**src/hw/rtl/eci_pkg.sv**
```systemverilog
// Shared widths, types, codes and the Q7.16 product helper of the easing
// curve interpolator. No dependencies.
`default_nettype none

package eci_pkg;

  // Field widths
  localparam int unsigned VALUE_BITS = 32;
  localparam int unsigned TIME_BITS  = 16;
  // Progress is an unsigned Q0.16 fraction
  localparam int unsigned PBITS      = 16;
  // Width of eased-progress and polynomial values (signed Q7.16)
  localparam int unsigned FX_W       = 24;

  // Curve pipeline register stages before its output register
  localparam int unsigned CV_STAGES  = 10;
  // Register stages from input transfer to result: launch, divider, curve, blend
  localparam int unsigned PIPE_DEPTH = 1 + PBITS + CV_STAGES + 1 + 2;

  // Configuration port
  localparam int unsigned CFG_IDX_W  = 2;
  localparam int unsigned CFG_DATA_W = TIME_BITS;

  typedef enum logic [CFG_IDX_W-1:0] {
    CFG_MODE     = 2'd0,
    CFG_DURATION = 2'd1
  } cfg_idx_e;

  typedef enum logic [2:0] {
    MODE_LINEAR   = 3'd0,
    MODE_QUAD_IN  = 3'd1,
    MODE_QUAD_OUT = 3'd2,
    MODE_BOUNCE   = 3'd3,
    MODE_ELASTIC  = 3'd4,
    MODE_BACK_IN  = 3'd5,
    MODE_BACK_OUT = 3'd6,
    MODE_UNKNOWN  = 3'd7
  } mode_e;

  typedef logic signed [FX_W-1:0] fx_t;

  // Item payload carried along the pipeline
  typedef struct packed {
    logic signed [VALUE_BITS-1:0] start;
    logic signed [VALUE_BITS-1:0] change;
    logic                         fin;
  } item_t;

  localparam fx_t Q_ONE = fx_t'(65536);

  localparam logic signed [2*FX_W-1:0] MUL_RND = (2*FX_W)'(32768);

  // Q16 product, rounded to nearest with ties toward plus infinity
  function automatic fx_t mulq(input fx_t a, input fx_t b);
    logic signed [2*FX_W-1:0] prod;
    prod = a * b;
    prod = prod + MUL_RND;
    return fx_t'(prod >>> 16);
  endfunction

endpackage

`default_nettype wire

```
**src/hw/rtl/eci_blend.sv**
```systemverilog
// Blend stages: start + change * eased progress, rounded and saturated to
// the value range. Depends on eci_pkg.
`default_nettype none

module eci_blend (
  input  wire logic                                clk_i,
  input  wire logic                                rst_ni,
  input  wire logic                                in_valid_i,
  input  wire eci_pkg::fx_t                        f_i,
  input  wire eci_pkg::item_t                      item_i,
  output logic                                     out_valid_o,
  output logic signed [eci_pkg::VALUE_BITS-1:0]    value_o,
  output logic                                     fin_o
);

  localparam int unsigned VB = eci_pkg::VALUE_BITS;
  localparam int unsigned FW = eci_pkg::FX_W;

  localparam logic signed [VB+16:0] RND  = (VB+17)'(32768);
  localparam logic signed [VB+9:0]  VMAX = (VB+10)'({1'b0, {(VB-1){1'b1}}});
  localparam logic signed [VB+9:0]  VMIN = -VMAX - (VB+10)'(1);

  logic signed [FW-17:0]   fi;
  logic signed [VB+7:0]    pi_d, pi_q;
  logic signed [VB+16:0]   pf_d, pf_q, pf_r;
  logic signed [VB-1:0]    start_q;
  logic                    fin_a_q, va_q, vb_q, fin_b_q;
  logic signed [VB:0]      sh;
  logic signed [VB+9:0]    sum;
  logic signed [VB-1:0]    sat;
  logic signed [VB-1:0]    val_q;

  // Integer and fraction products of change
  always_comb begin
    fi   = f_i[FW-1:16];
    pi_d = item_i.change * fi;
    pf_d = item_i.change * $signed({1'b0, f_i[15:0]});
  end

  // Round, add and saturate
  always_comb begin
    pf_r = pf_q + RND;
    sh   = pf_r[VB+16:16];
    sum  = start_q + pi_q + sh;
    if (sum > VMAX) begin
      sat = VMAX[VB-1:0];
    end else if (sum < VMIN) begin
      sat = VMIN[VB-1:0];
    end else begin
      sat = sum[VB-1:0];
    end
  end

  always_ff @(posedge clk_i or negedge rst_ni) begin
    if (!rst_ni) begin
      va_q <= 1'b0;
      vb_q <= 1'b0;
    end else begin
      va_q <= in_valid_i;
      vb_q <= va_q;
    end
  end

  always_ff @(posedge clk_i) begin
    pi_q    <= pi_d;
    pf_q    <= pf_d;
    start_q <= item_i.start;
    fin_a_q <= item_i.fin;
    val_q   <= sat;
    fin_b_q <= fin_a_q;
  end

  assign out_valid_o = vb_q;
  assign value_o     = val_q;
  assign fin_o       = fin_b_q;

endmodule

`default_nettype wire

```
**config.mk**
```make
export PLATFORM = sky130hd
export DESIGN_NAME = eci_blend
export DESIGN_NICKNAME = d
export VERILOG_FILES = /design/src/hw/rtl/eci_pkg.sv /design/src/hw/rtl/eci_blend.sv
export SDC_FILE = /design/constraint.sdc
export NUM_CORES = 2
export LEC_CHECK = 0
export BUFFER_PORTS_ARGS = -buffer_cell sky130_fd_sc_hd__buf_4
export CELL_PAD_IN_SITES_DETAIL_PLACEMENT = 0
export CELL_PAD_IN_SITES_GLOBAL_PLACEMENT = 1
export CORE_UTILIZATION = 46
export DETAILED_ROUTE_END_ITERATION = 7
export GPL_ROUTABILITY_DRIVEN = 0
export PLACE_DENSITY = 0.78
export SLEW_MARGIN = 25
export SYNTH_ARGS = -nofsm -noshare
export SYNTH_HDL_FRONTEND = slang
export SYNTH_SLANG_ARGS = --single-unit
```
**constraint.sdc**
```tcl
create_clock -name clk_i -period 6.3 [get_ports clk_i]
set_input_delay 1.26 -clock clk_i [delete_from_list [all_inputs] [get_ports clk_i]]
set_output_delay 1.26 -clock clk_i [all_outputs]
set_load 0.05 [all_outputs]
```
==> results.sh <==
export IMPL_status="finished, violations left"
export IMPL_violations="setup timing"
export IMPL_cts_tree="done"
export IMPL_hold_start="fin_a_q$_DFF_P_"
export IMPL_r2r_slack_ns=0.37
export IMPL_portBuffers=125
export IMPL_die_x_um=271
export IMPL_arrival_ns=6.98
export IMPL_cp_max_fo=7
export IMPL_final_cell_mix="inv_1 (949), fa_1 (698), nand2_1 (440)"
export IMPL_yosys_area_top_type="fa_1"
export IMPL_hp_class="flop to flop"
export IMPL_final_layout_size_suffix_gt1_share_pct=18.8
export IMPL_finalMaxSlewViolations=0
export IMPL_r2r_end="value_o[30]$_SDFF_PN1_"
export IMPL_first_pass_iters=5
export IMPL_crit_end="pf_q[35]$_DFF_P_"
export IMPL_netlist_cell_type_count=69
export IMPL_antenna_left=0
export IMPL_ctsLongestPathBuffers=2
export IMPL_synth_top_area_share_pct=43.7
export IMPL_syn_nets=4770
export IMPL_viasPerCell=4.83
export IMPL_grt_pass1_vias=25900
export IMPL_wl_per_cell_um=16.1
export IMPL_fin_ws_ns=-0.342
export IMPL_crit_start="item_i[8]"
export IMPL_cts_hold_buf=0
export IMPL_worstSetupStartpointType="input pin"
export IMPL_drt_wl_total_mm=81.5
export IMPL_grt_remaining_overflow=0
export IMPL_ys_seq_area_share_pct=8.57
export IMPL_grt_first_pass_wirelength_mm=134
export IMPL_yosysWarnings=0
export IMPL_grt_setup_unrepaired="true"
export IMPL_num_io_pins=126
export IMPL_antenna_found_initial=2
export IMPL_dp_hpwl_mm=69.9
export IMPL_synth_area_leaders="fa_1 (44%), inv_1 (11%), ha_1 (8.8%), dfxtp_1 (8.4%), and2_1 (6.5%)"
export IMPL_synth_seq_cells=142
export IMPL_core_area_sq_mm=0.0715
export IMPL_syn_area_per_cell_sq_um=8.95
export IMPL_diodes=0
export IMPL_ys_flop_type="dfxtp_1"
export IMPL_period_minus_slack_ns=6.64
export IMPL_end_kind="flop"
export IMPL_finalCritPeriodShare_pct=105
export IMPL_worst_pin_slew_ns=0.667
export IMPL_async_flop_share_pct=1.41
export IMPL_vias=24400
export IMPL_cts_sinks=142
export IMPL_rows=98
export IMPL_area_delta_synth_final_pct=19.6
export IMPL_pre_cts_ws_ns=-0.986
export IMPL_setup_violations=19
export IMPL_maxCapViolations=0
export IMPL_synth_cells=3718
export IMPL_netlist_area_sq_mm=0.0333
export IMPL_drc_errors=0
export IMPL_cts_root_buffer="clkbuf_16"
export IMPL_hold_viol_final=0
export IMPL_grt_use_total_pct=23.0
export IMPL_layout_commonest_cell="inv_1"
export IMPL_fillers=6446
export IMPL_nets=5139
export IMPL_slew_headroom_pct=55.3
export IMPL_synth_edf_count=0
export IMPL_fp_dieH_um=271
export IMPL_grt_max_degree=32
export IMPL_fin_skew_ns=0.0129
export IMPL_dieArea_sq_mm=0.0734
export IMPL_start_util_pct=46.6
export IMPL_timing_fmax_mhz=151
export IMPL_r2r_cells=22
export IMPL_drt_initial_drc_count=1089
export IMPL_cts_clk_slew_worst_paths_ns=0.06
export IMPL_insertion_delay_ns=0.45
export IMPL_cts_made_buffers=17
export IMPL_required_ns=6.64
export IMPL_path_class="input pin to flop"
export IMPL_r2r_start="pf_q[15]$_DFF_P_"
export IMPL_cts_htree_levels=4
==> worst min-delay path by stage <==
stage / end / slack, ns / depth (start not counted)
2_1_floorplan: fin_o$_DFF_P_ / 0.31 / 0
3_3_place_gp: fin_o$_DFF_P_ / 0.31 / 0
3_5_place_dp: fin_o$_DFF_P_ / 0.31 / 0
4_1_cts: fin_o$_DFF_P_ / 0.33 / 0
5_1_grt: fin_o$_DFF_P_ / 0.35 / 0
6_report: fin_o$_DFF_P_ / 0.33 / 0
==> Yosys cell counts (all sizes together) (6+ instances only) <==
| library cell | count |
|---|---|
| a211oi | 8 |
| or3 | 6 |
| a21o | 46 |
| clkbuf | 144 |
| o21ai | 83 |
| a21oi | 99 |
| ha | 233 |
| and3 | 20 |
| and2 | 348 |
| nand4 | 11 |
| a31oi | 19 |
| xnor2 | 78 |
| nor2 | 57 |
| xor2 | 63 |
| nand3 | 32 |
| o21a | 11 |
| nand2 | 453 |
| inv | 967 |
| o21bai | 9 |
| nor3 | 17 |
| nor2b | 11 |
| nand2b | 40 |
| fa | 727 |
| buf | 8 |
| o211ai | 12 |
| dfxtp | 140 |
==> critical path: stages <==
cell,delay [ns]
buf_8,0.12
and2_4,0.16
fa_1,0.52
inv_1,0.05
fa_1,0.49
fa_2,0.48
fa_1,0.54
inv_1,0.05
fa_1,0.47
inv_1,0.05
fa_1,0.47
inv_1,0.04
ha_1,0.27
o211ai_1,0.09
buf_4,0.16
nor4_4,0.22
o2111ai_4,0.22
buf_6,0.18
a2111oi_4,0.32
o211ai_1,0.17
a21oi_2,0.19
buf_4,0.16
o21ai_4,0.06
nor2b_4,0.13
xnor2_2,0.12
==> through the flow <==
stage | instances | setup TNS [ns] | hold slack (ns) | area, sq um | utilization, %
global route | 5050 | -7.54 | 0.347 | 39800 | 55.7
floorplan | 3718 | -3.82 | 0.310 | 33900 | -
detailed placement | 4976 | -21.90 | 0.314 | 37800 | 52.9
CTS | 5038 | -3.31 | 0.330 | 39200 | 54.9
finish | 5050 | -3.73 | 0.326 | 39800 | 55.7
global placement | 4976 | -21.25 | 0.312 | 37800 | 52.9
==> state kept, by name (all words and copies together), names as in the netlist <==
| register | cells |
|---|---|
| value_o | 32 |
| start_q | 32 |
| out_valid_o | 1 |
| pi_q | 40 |
| va_q | 1 |
| fin_o | 1 |
| pf_q | 34 |
| fin_a_q | 1 |
==> routing by layer <==
layer	track usage, %	wire length, um
met2	38.0	37900
met1	32.6	38300
met4	4.74	1360
met3	2.52	3830
met5	0	17
==> layout make-up <==
class                      count  area, sq um  area share [%]
multi-input combinational   2457        27100            68.2
timing repair buffer         502         4390            11.0
inverter                     967         3630            9.13
sequential                   142         2860            7.18
tap                          950         1190            2.99
clock buffer                  20          447            1.12
clock inverter                12          139           0.349
==> kinds of logic (layout without fill, tap and decap cells) <==
group	Yosys count	after routing	share of synthesized area, %
and+or+nand+nor	1019	1019	15.3
buffers and inverters	1119	1501	12.8
AOI/OAI and AO/OA	333	333	6.97
xor gates and xnor gates	141	141	3.73
DFF	142	142	8.57
muxes	4	4	0.139
adders and majority gates	960	960	52.5
==> timing repair <==
| item | 4_1_cts | 5_1_grt |
|---|---|---|
| gates resized for setup | 141 | 105 |
| cloned | 5 | 3 |
| hold endpoints to repair | 0 | 0 |
| buffers inserted | 26 | 17 |
| setup endpoints to repair | 24 | 60 |
| pin swaps | 75 | 70 |
Power is left out: the tool's default activity adds up to more than one toggle a clock period on the data nets, which glitch-free logic cannot reach.
