File: src/hw/rtl/eci_pkg.sv
// Shared widths, types, codes and the Q7.16 product helper of the easing
// curve interpolator. No dependencies.
`default_nettype none

package eci_pkg;

  // Field widths
  localparam int unsigned VALUE_BITS = 32;
  localparam int unsigned TIME_BITS  = 16;
  // Progress is an unsigned Q0.16 fraction
  localparam int unsigned PBITS      = 16;
  // Width of eased-progress and polynomial values (signed Q7.16)
  localparam int unsigned FX_W       = 24;

  // Curve pipeline register stages before its output register
  localparam int unsigned CV_STAGES  = 10;
  // Register stages from input transfer to result: launch, divider, curve, blend
  localparam int unsigned PIPE_DEPTH = 1 + PBITS + CV_STAGES + 1 + 2;

  // Configuration port
  localparam int unsigned CFG_IDX_W  = 2;
  localparam int unsigned CFG_DATA_W = TIME_BITS;

  typedef enum logic [CFG_IDX_W-1:0] {
    CFG_MODE     = 2'd0,
    CFG_DURATION = 2'd1
  } cfg_idx_e;

  typedef enum logic [2:0] {
    MODE_LINEAR   = 3'd0,
    MODE_QUAD_IN  = 3'd1,
    MODE_QUAD_OUT = 3'd2,
    MODE_BOUNCE   = 3'd3,
    MODE_ELASTIC  = 3'd4,
    MODE_BACK_IN  = 3'd5,
    MODE_BACK_OUT = 3'd6,
    MODE_UNKNOWN  = 3'd7
  } mode_e;

  typedef logic signed [FX_W-1:0] fx_t;

  // Item payload carried along the pipeline
  typedef struct packed {
    logic signed [VALUE_BITS-1:0] start;
    logic signed [VALUE_BITS-1:0] change;
    logic                         fin;
  } item_t;

  localparam fx_t Q_ONE = fx_t'(65536);

  localparam logic signed [2*FX_W-1:0] MUL_RND = (2*FX_W)'(32768);

  // Q16 product, rounded to nearest with ties toward plus infinity
  function automatic fx_t mulq(input fx_t a, input fx_t b);
    logic signed [2*FX_W-1:0] prod;
    prod = a * b;
    prod = prod + MUL_RND;
    return fx_t'(prod >>> 16);
  endfunction

endpackage

`default_nettype wire

File: src/hw/rtl/eci_divider.sv
// Pipelined restoring divider: progress = floor(elapsed * 2^16 / duration),
// for elapsed below duration, one quotient bit per stage. Depends on eci_pkg.
`default_nettype none

module eci_divider (
  input  wire logic                           clk_i,
  input  wire logic                           rst_ni,
  input  wire logic                           in_valid_i,
  input  wire logic [eci_pkg::TIME_BITS-1:0]  elapsed_i,
  input  wire logic [eci_pkg::TIME_BITS-1:0]  duration_i,
  input  wire eci_pkg::item_t                 item_i,
  output logic                                out_valid_o,
  output logic [eci_pkg::PBITS-1:0]           p_o,
  output eci_pkg::item_t                      item_o
);

  localparam int unsigned TB = eci_pkg::TIME_BITS;
  localparam int unsigned PB = eci_pkg::PBITS;

  logic                vld_q [0:PB];
  logic [TB-1:0]       rem_q [0:PB];
  logic [PB-1:0]       quo_q [0:PB];
  eci_pkg::item_t      itm_q [0:PB];

  logic [TB:0]         dbl   [1:PB];
  logic [TB:0]         dif   [1:PB];
  logic                ge    [1:PB];
  logic [TB-1:0]       rem_d [1:PB];
  logic [PB-1:0]       quo_d [1:PB];

  // Trial subtract of the doubled remainder in every stage
  always_comb begin
    for (int i = 1; i <= PB; i++) begin
      dbl[i]   = {rem_q[i-1], 1'b0};
      dif[i]   = dbl[i] - {1'b0, duration_i};
      ge[i]    = (dbl[i] >= {1'b0, duration_i});
      rem_d[i] = ge[i] ? dif[i][TB-1:0] : dbl[i][TB-1:0];
      quo_d[i] = {quo_q[i-1][PB-2:0], ge[i]};
    end
  end

  // Advance valid bits
  always_ff @(posedge clk_i or negedge rst_ni) begin
    if (!rst_ni) begin
      for (int i = 0; i <= PB; i++) vld_q[i] <= 1'b0;
    end else begin
      vld_q[0] <= in_valid_i;
      for (int i = 1; i <= PB; i++) vld_q[i] <= vld_q[i-1];
    end
  end

  // Advance remainder, quotient and payload
  always_ff @(posedge clk_i) begin
    rem_q[0] <= elapsed_i;
    quo_q[0] <= '0;
    itm_q[0] <= item_i;
    for (int i = 1; i <= PB; i++) begin
      rem_q[i] <= rem_d[i];
      quo_q[i] <= quo_d[i];
      itm_q[i] <= itm_q[i-1];
    end
  end

  assign out_valid_o = vld_q[PB];
  assign p_o         = quo_q[PB];
  assign item_o      = itm_q[PB];

endmodule

`default_nettype wire

File: config.mk
export PLATFORM = sky130hd
export DESIGN_NAME = eci_divider
export DESIGN_NICKNAME = d
export VERILOG_FILES = /design/src/hw/rtl/eci_pkg.sv /design/src/hw/rtl/eci_divider.sv
export SDC_FILE = /design/constraint.sdc
export NUM_CORES = 2
export LEC_CHECK = 0
export BUFFER_PORTS_ARGS = -buffer_cell sky130_fd_sc_hd__buf_2
export CAP_MARGIN = 25
export CORE_MARGIN = 3
export CORE_UTILIZATION = 45
export CTS_BUF_LIST = sky130_fd_sc_hd__clkbuf_4
export DETAILED_ROUTE_END_ITERATION = 12
export PLACE_DENSITY_LB_ADDON = 0.15
export SETUP_SLACK_MARGIN = 0.15
export SLEW_MARGIN = 10
export SYNTH_ARGS = -nofsm -noshare
export SYNTH_HDL_FRONTEND = slang
export SYNTH_SLANG_ARGS = --single-unit
File: constraint.sdc
create_clock -name clk_i -period 2.5 [get_ports clk_i]
set_input_delay 0.125 -clock clk_i [delete_from_list [all_inputs] [get_ports clk_i]]
set_output_delay 0.125 -clock clk_i [all_outputs]
set_load 0.02 [all_outputs]
==> implementation parameters <==
Parameter                              Value

GRT
  Total global-route track usage ... ~18%
  Sum of overflow across all layers after global routing ... 0
  Antenna violations before repair ... 3
  Number of global-route vias before repair ... 29800
  Wire length of the first global-routing pass ... about 150000 um
  Pin count of the biggest net entering global routing ... 31

Synthesis
  Most common cell in the netlist ... sky130_fd_sc_hd__dfxtp_1
  Cell Area, Synth ... between 40000 and 50000 sq um
  Synth unique cells ... 87
  Dominant cells by area after synthesis ... sky130_fd_sc_hd__dfxtp_1 67%, sky130_fd_sc_hd__ha_1 7.1%, sky130_fd_sc_hd__mux2_2 2.3%
  Yosys Warn Count ... 0
  Sequential fraction of the synthesis area ... 67.7%
  Cell type with the largest total area after synthesis ... sky130_fd_sc_hd__dfxtp_1
  Post-synthesis average cell area ... between 10 and 15 sq um
  Synth top area share ... between 60% and 70%
  Leading post-synthesis cells by instance count ... 1497 x sky130_fd_sc_hd__dfxtp_1, 255 x sky130_fd_sc_hd__ha_1, 181 x sky130_fd_sc_hd__a21oi_1, 177 x sky130_fd_sc_hd__o21ai_0, 173 x sky130_fd_sc_hd__nor2_1
  Number of synthesized register bits ... approximately 1500
  Nets in the synthesized netlist ... 3877
  Most used flip-flop cell after synthesis ... sky130_fd_sc_hd__dfxtp_1
  EDFF count, synth ... 0
  Async S/R FF share, synth ... 1.12%
  Cell count after synthesis ... approximately 3500

Power
  Total design power ... 0.0799 W
  Leakage component of the power ... 26.7 nW
  Highest ir drop seen on vdd ... roughly 0.85 mV
  Power density over the cells ... 1330 nW/um^2

Worst setup path
  CP dominant cell by count ... sky130_fd_sc_hd__buf_6
  Crit path capture type ... flop
  Critical Setup Path Class ... flop to flop
  Master of the slowest instance on the critical path ... sky130_fd_sc_hd__dfxtp_2
  Startpoint kind of the worst setup timing path ... flop
  Top cell family by delay on the critical path ... buffers and inverters
  Worst r2r path cells ... 17
  Buffers plus inverters on the worst setup path ... 9
  CP arrival ... between 3 and 4 ns
  Critical path depth in cells ... 17
  WP data required ... approximately 3.5 ns
  Max Fanout on Critical Path ... 2
  CP Cell Sequence ... buf_6 -> ha_4 -> nor2b_4 -> o21bai_4 -> buf_6 -> buf_4 -> buf_4 -> buf_6 -> buf_6 -> buf_4 -> buf_4 -> buf_6 -> nand2_4 -> a21oi_4 -> o21ai_2 -> xor2_1 -> mux2_4
  Max stage delay on crit path ... 0.32 ns

Clock tree
  TritonCTS clock tree ... yes
  TritonCTS buffer count ... 378
  Clock transition at the register clock pins on the worst setup and hold paths after CTS ... approximately 0.08 ns
  # clock sinks ... about 1500
  H-tree levels ... 5
  Clock insertion delay at the later pin of the skew report ... 1.12 ns
  Deepest clock path buffer count ... 4
  Root buffer selected by CTS ... sky130_fd_sc_hd__clkbuf_4

Cells and area
  Post-route cell area ... around 60000 sq um
  Area delta synth->final ... 33.6%
  Number of cells in the finished layout apart from fillers ... 6307
  Nets ... just over 5000
  Proportion of layout cells with a drive suffix above 1 ... 33.5%
  Fin util ... 60.7%

Routing
  Total routed wire length on the met1 layer ... slightly above 40000 um
  Met3 Wirelength ... approximately 3500 um
  Residual antenna-violating net count after detailed routing ... 0
  DR DRC count ... 0
  WL/cell ... about 14 um
  Total wire length after detailed routing ... ~91000 um
  Post-detailed-route via-to-cell ratio ... between 4 and 5
  Number of detailed-routing iterations run before antenna repair ... 5
  Vias ... between 20000 and 30000
  Uppermost routed layer ... met4
  Violation count after the first detailed-routing iteration ... approximately 1300
  WL met2 ... around 44000 um

Floorplan
  Placement Rows ... 115
  IO Pins ... roughly 180
  Effective utilization at floorplan ... a little under half
  DIE WIDTH ... 322 um
  Height of the die ... approximately 320 um
  Die ar. ... 104000 sq um
  Std-Cell Core Area ... between 90000 and 100000 sq um

Place
  Cells after DPL ... 5380
  Number of buffer cells added on primary ports ... around 180
  Final weighted congestion of routability-driven global placement ... 0.843
  Post-place setup slack ... -0.534 ns
  Total half-perimeter wirelength after legalization and detailed placement ... ~59000 um
  Placed Area ... approximately 50000 sq um

Status
  Result of the run ... finished, violations left
  Violated checks ... setup timing

Timing
  Final setup violation count ... 21
  Max Freq ... about 0.39 GHz
  Setup repair after global routing missed its margin ... yes
  Min setup slack post-route ... -0.0610 ns
  Share of the clock period used by the worst path ... 102%
  Measured slew at the worst slew-check pin ... between 0.7 and 0.8 ns
  Final count of pins violating max slew ... 0
  Final critical-path required period ... approximately 2.6 ns
  Hold Vio Cnt, Final ... 0
  Worst slew margin relative to its limit ... 52.8%
  Worst setup skew after layout ... between 0.1 and 0.15 ns

Worst hold path
  Type of the most critical hold path ... input pin to flop
  Hold depth ... 3

Job
  Total of max-cap violations ... 0
routing by layer:
| layer | track usage [%] | vias to the layer above |
|---|---|---|
| met5 | 0 | - |
| met4 | 8.28 | 0 |
| met3 | 3.98 | 188 |
| met2 | 30.0 | 521 |
| met1 | 20.8 | 13400 |
| li1 | - | 14800 |
metrics by stage:
step                      hold WS (ns)  setup TNS (ns)
final                            0.177          -0.532
after global routing          -0.00521           -4.38
after CTS                      0.00340           -1.84
after detailed placement        0.0567          -36.95
after global placement          0.0490          -29.69
after floorplan                 -0.171           -3.37
layout by cell type, fill, tap and decap left out, types with 62 or more instances in the layout:
cell type,count
sky130_fd_sc_hd__nand2_1,151
sky130_fd_sc_hd__dlygate4sd3_1,229
sky130_fd_sc_hd__xor2_1,72
sky130_fd_sc_hd__a21o_1,69
sky130_fd_sc_hd__nor2_1,164
sky130_fd_sc_hd__ha_1,210
sky130_fd_sc_hd__o21ai_0,140
sky130_fd_sc_hd__clkbuf_4,543
sky130_fd_sc_hd__mux2_2,68
sky130_fd_sc_hd__inv_1,66
sky130_fd_sc_hd__buf_4,489
sky130_fd_sc_hd__xnor2_1,90
sky130_fd_sc_hd__dfxtp_1,1463
sky130_fd_sc_hd__buf_2,181
sky130_fd_sc_hd__a21oi_1,152
sky130_fd_sc_hd__clkinv_1,62
registers in the layout, indices dropped and copies added (netlist names):
name	count
out_valid_o	1
rem_q	256
vld_q	16
quo_q	136
itm_q	1105
worst min-delay path, stage by stage:
cell                            delay, ns
sky130_fd_sc_hd__dlygate4sd3_1       0.52
sky130_fd_sc_hd__buf_2               0.09
sky130_fd_sc_hd__dlygate4sd3_1       0.54
layout make-up:
type / instances / area [sq um]
Fill cell: 7956 / 38800
Sequential cell: 1514 / 30400
Multi-Input combinational cell: 1815 / 15000
Timing Repair Buffer: 973 / 8040
Clock buffer: 542 / 4070
Tap cell: 1287 / 1610
Clock inverter: 92 / 462
Inverter: 76 / 318
Antenna cell: 8 / 20.0
kinds of logic (layout without fill, tap and decap cells):
| logic type | Yosys count | in the layout | synth area share (%) |
|---|---|---|---|
| mux | 123 | 123 | 3.17 |
| fa+ha+maj | 270 | 270 | 7.78 |
| other cells | 0 | 8 | 0 |
| xor+xnor | 163 | 163 | 3.18 |
| buf+inv | 180 | 1683 | 2.20 |
| flops | 1514 | 1514 | 67.7 |
| simple gates | 573 | 574 | 6.13 |
| compound gates | 684 | 685 | 9.83 |
path summary, 6_finish.rpt:
check / startpoint / to / slack (ns)
min: item_i[61] / itm_q[0][61] / 0.18
max in group asynchronous: rst_ni / vld_q[16] / 1.38
min reg2reg: itm_q[0][379] / itm_q[0][444] / 0.24
min in group asynchronous: rst_ni / vld_q[5] / 0.65
max reg2reg: rem_q[0][128] / rem_q[0][151] / -0.06
max: rem_q[0][128] / rem_q[0][151] / -0.06
timing repair:
item,CTS,global route
setup buffers,34,14
endpoints found under the hold margin,304,0
cloned,5,3
pin swaps,44,85
endpoints found under the setup margin,150,217
hold buffers,229,0
resized for setup,145,201
power breakdown:
part	internal [W]	switching (W)	leakage (nW)	total [W]
Clock	0.0101	0.00888	2.72	0.0190
Sequential	0.0285	0.00215	12.8	0.0306
Combinational	0.0167	0.0136	11.2	0.0303
No activity file was read; power rests on OpenSTA's default activity.
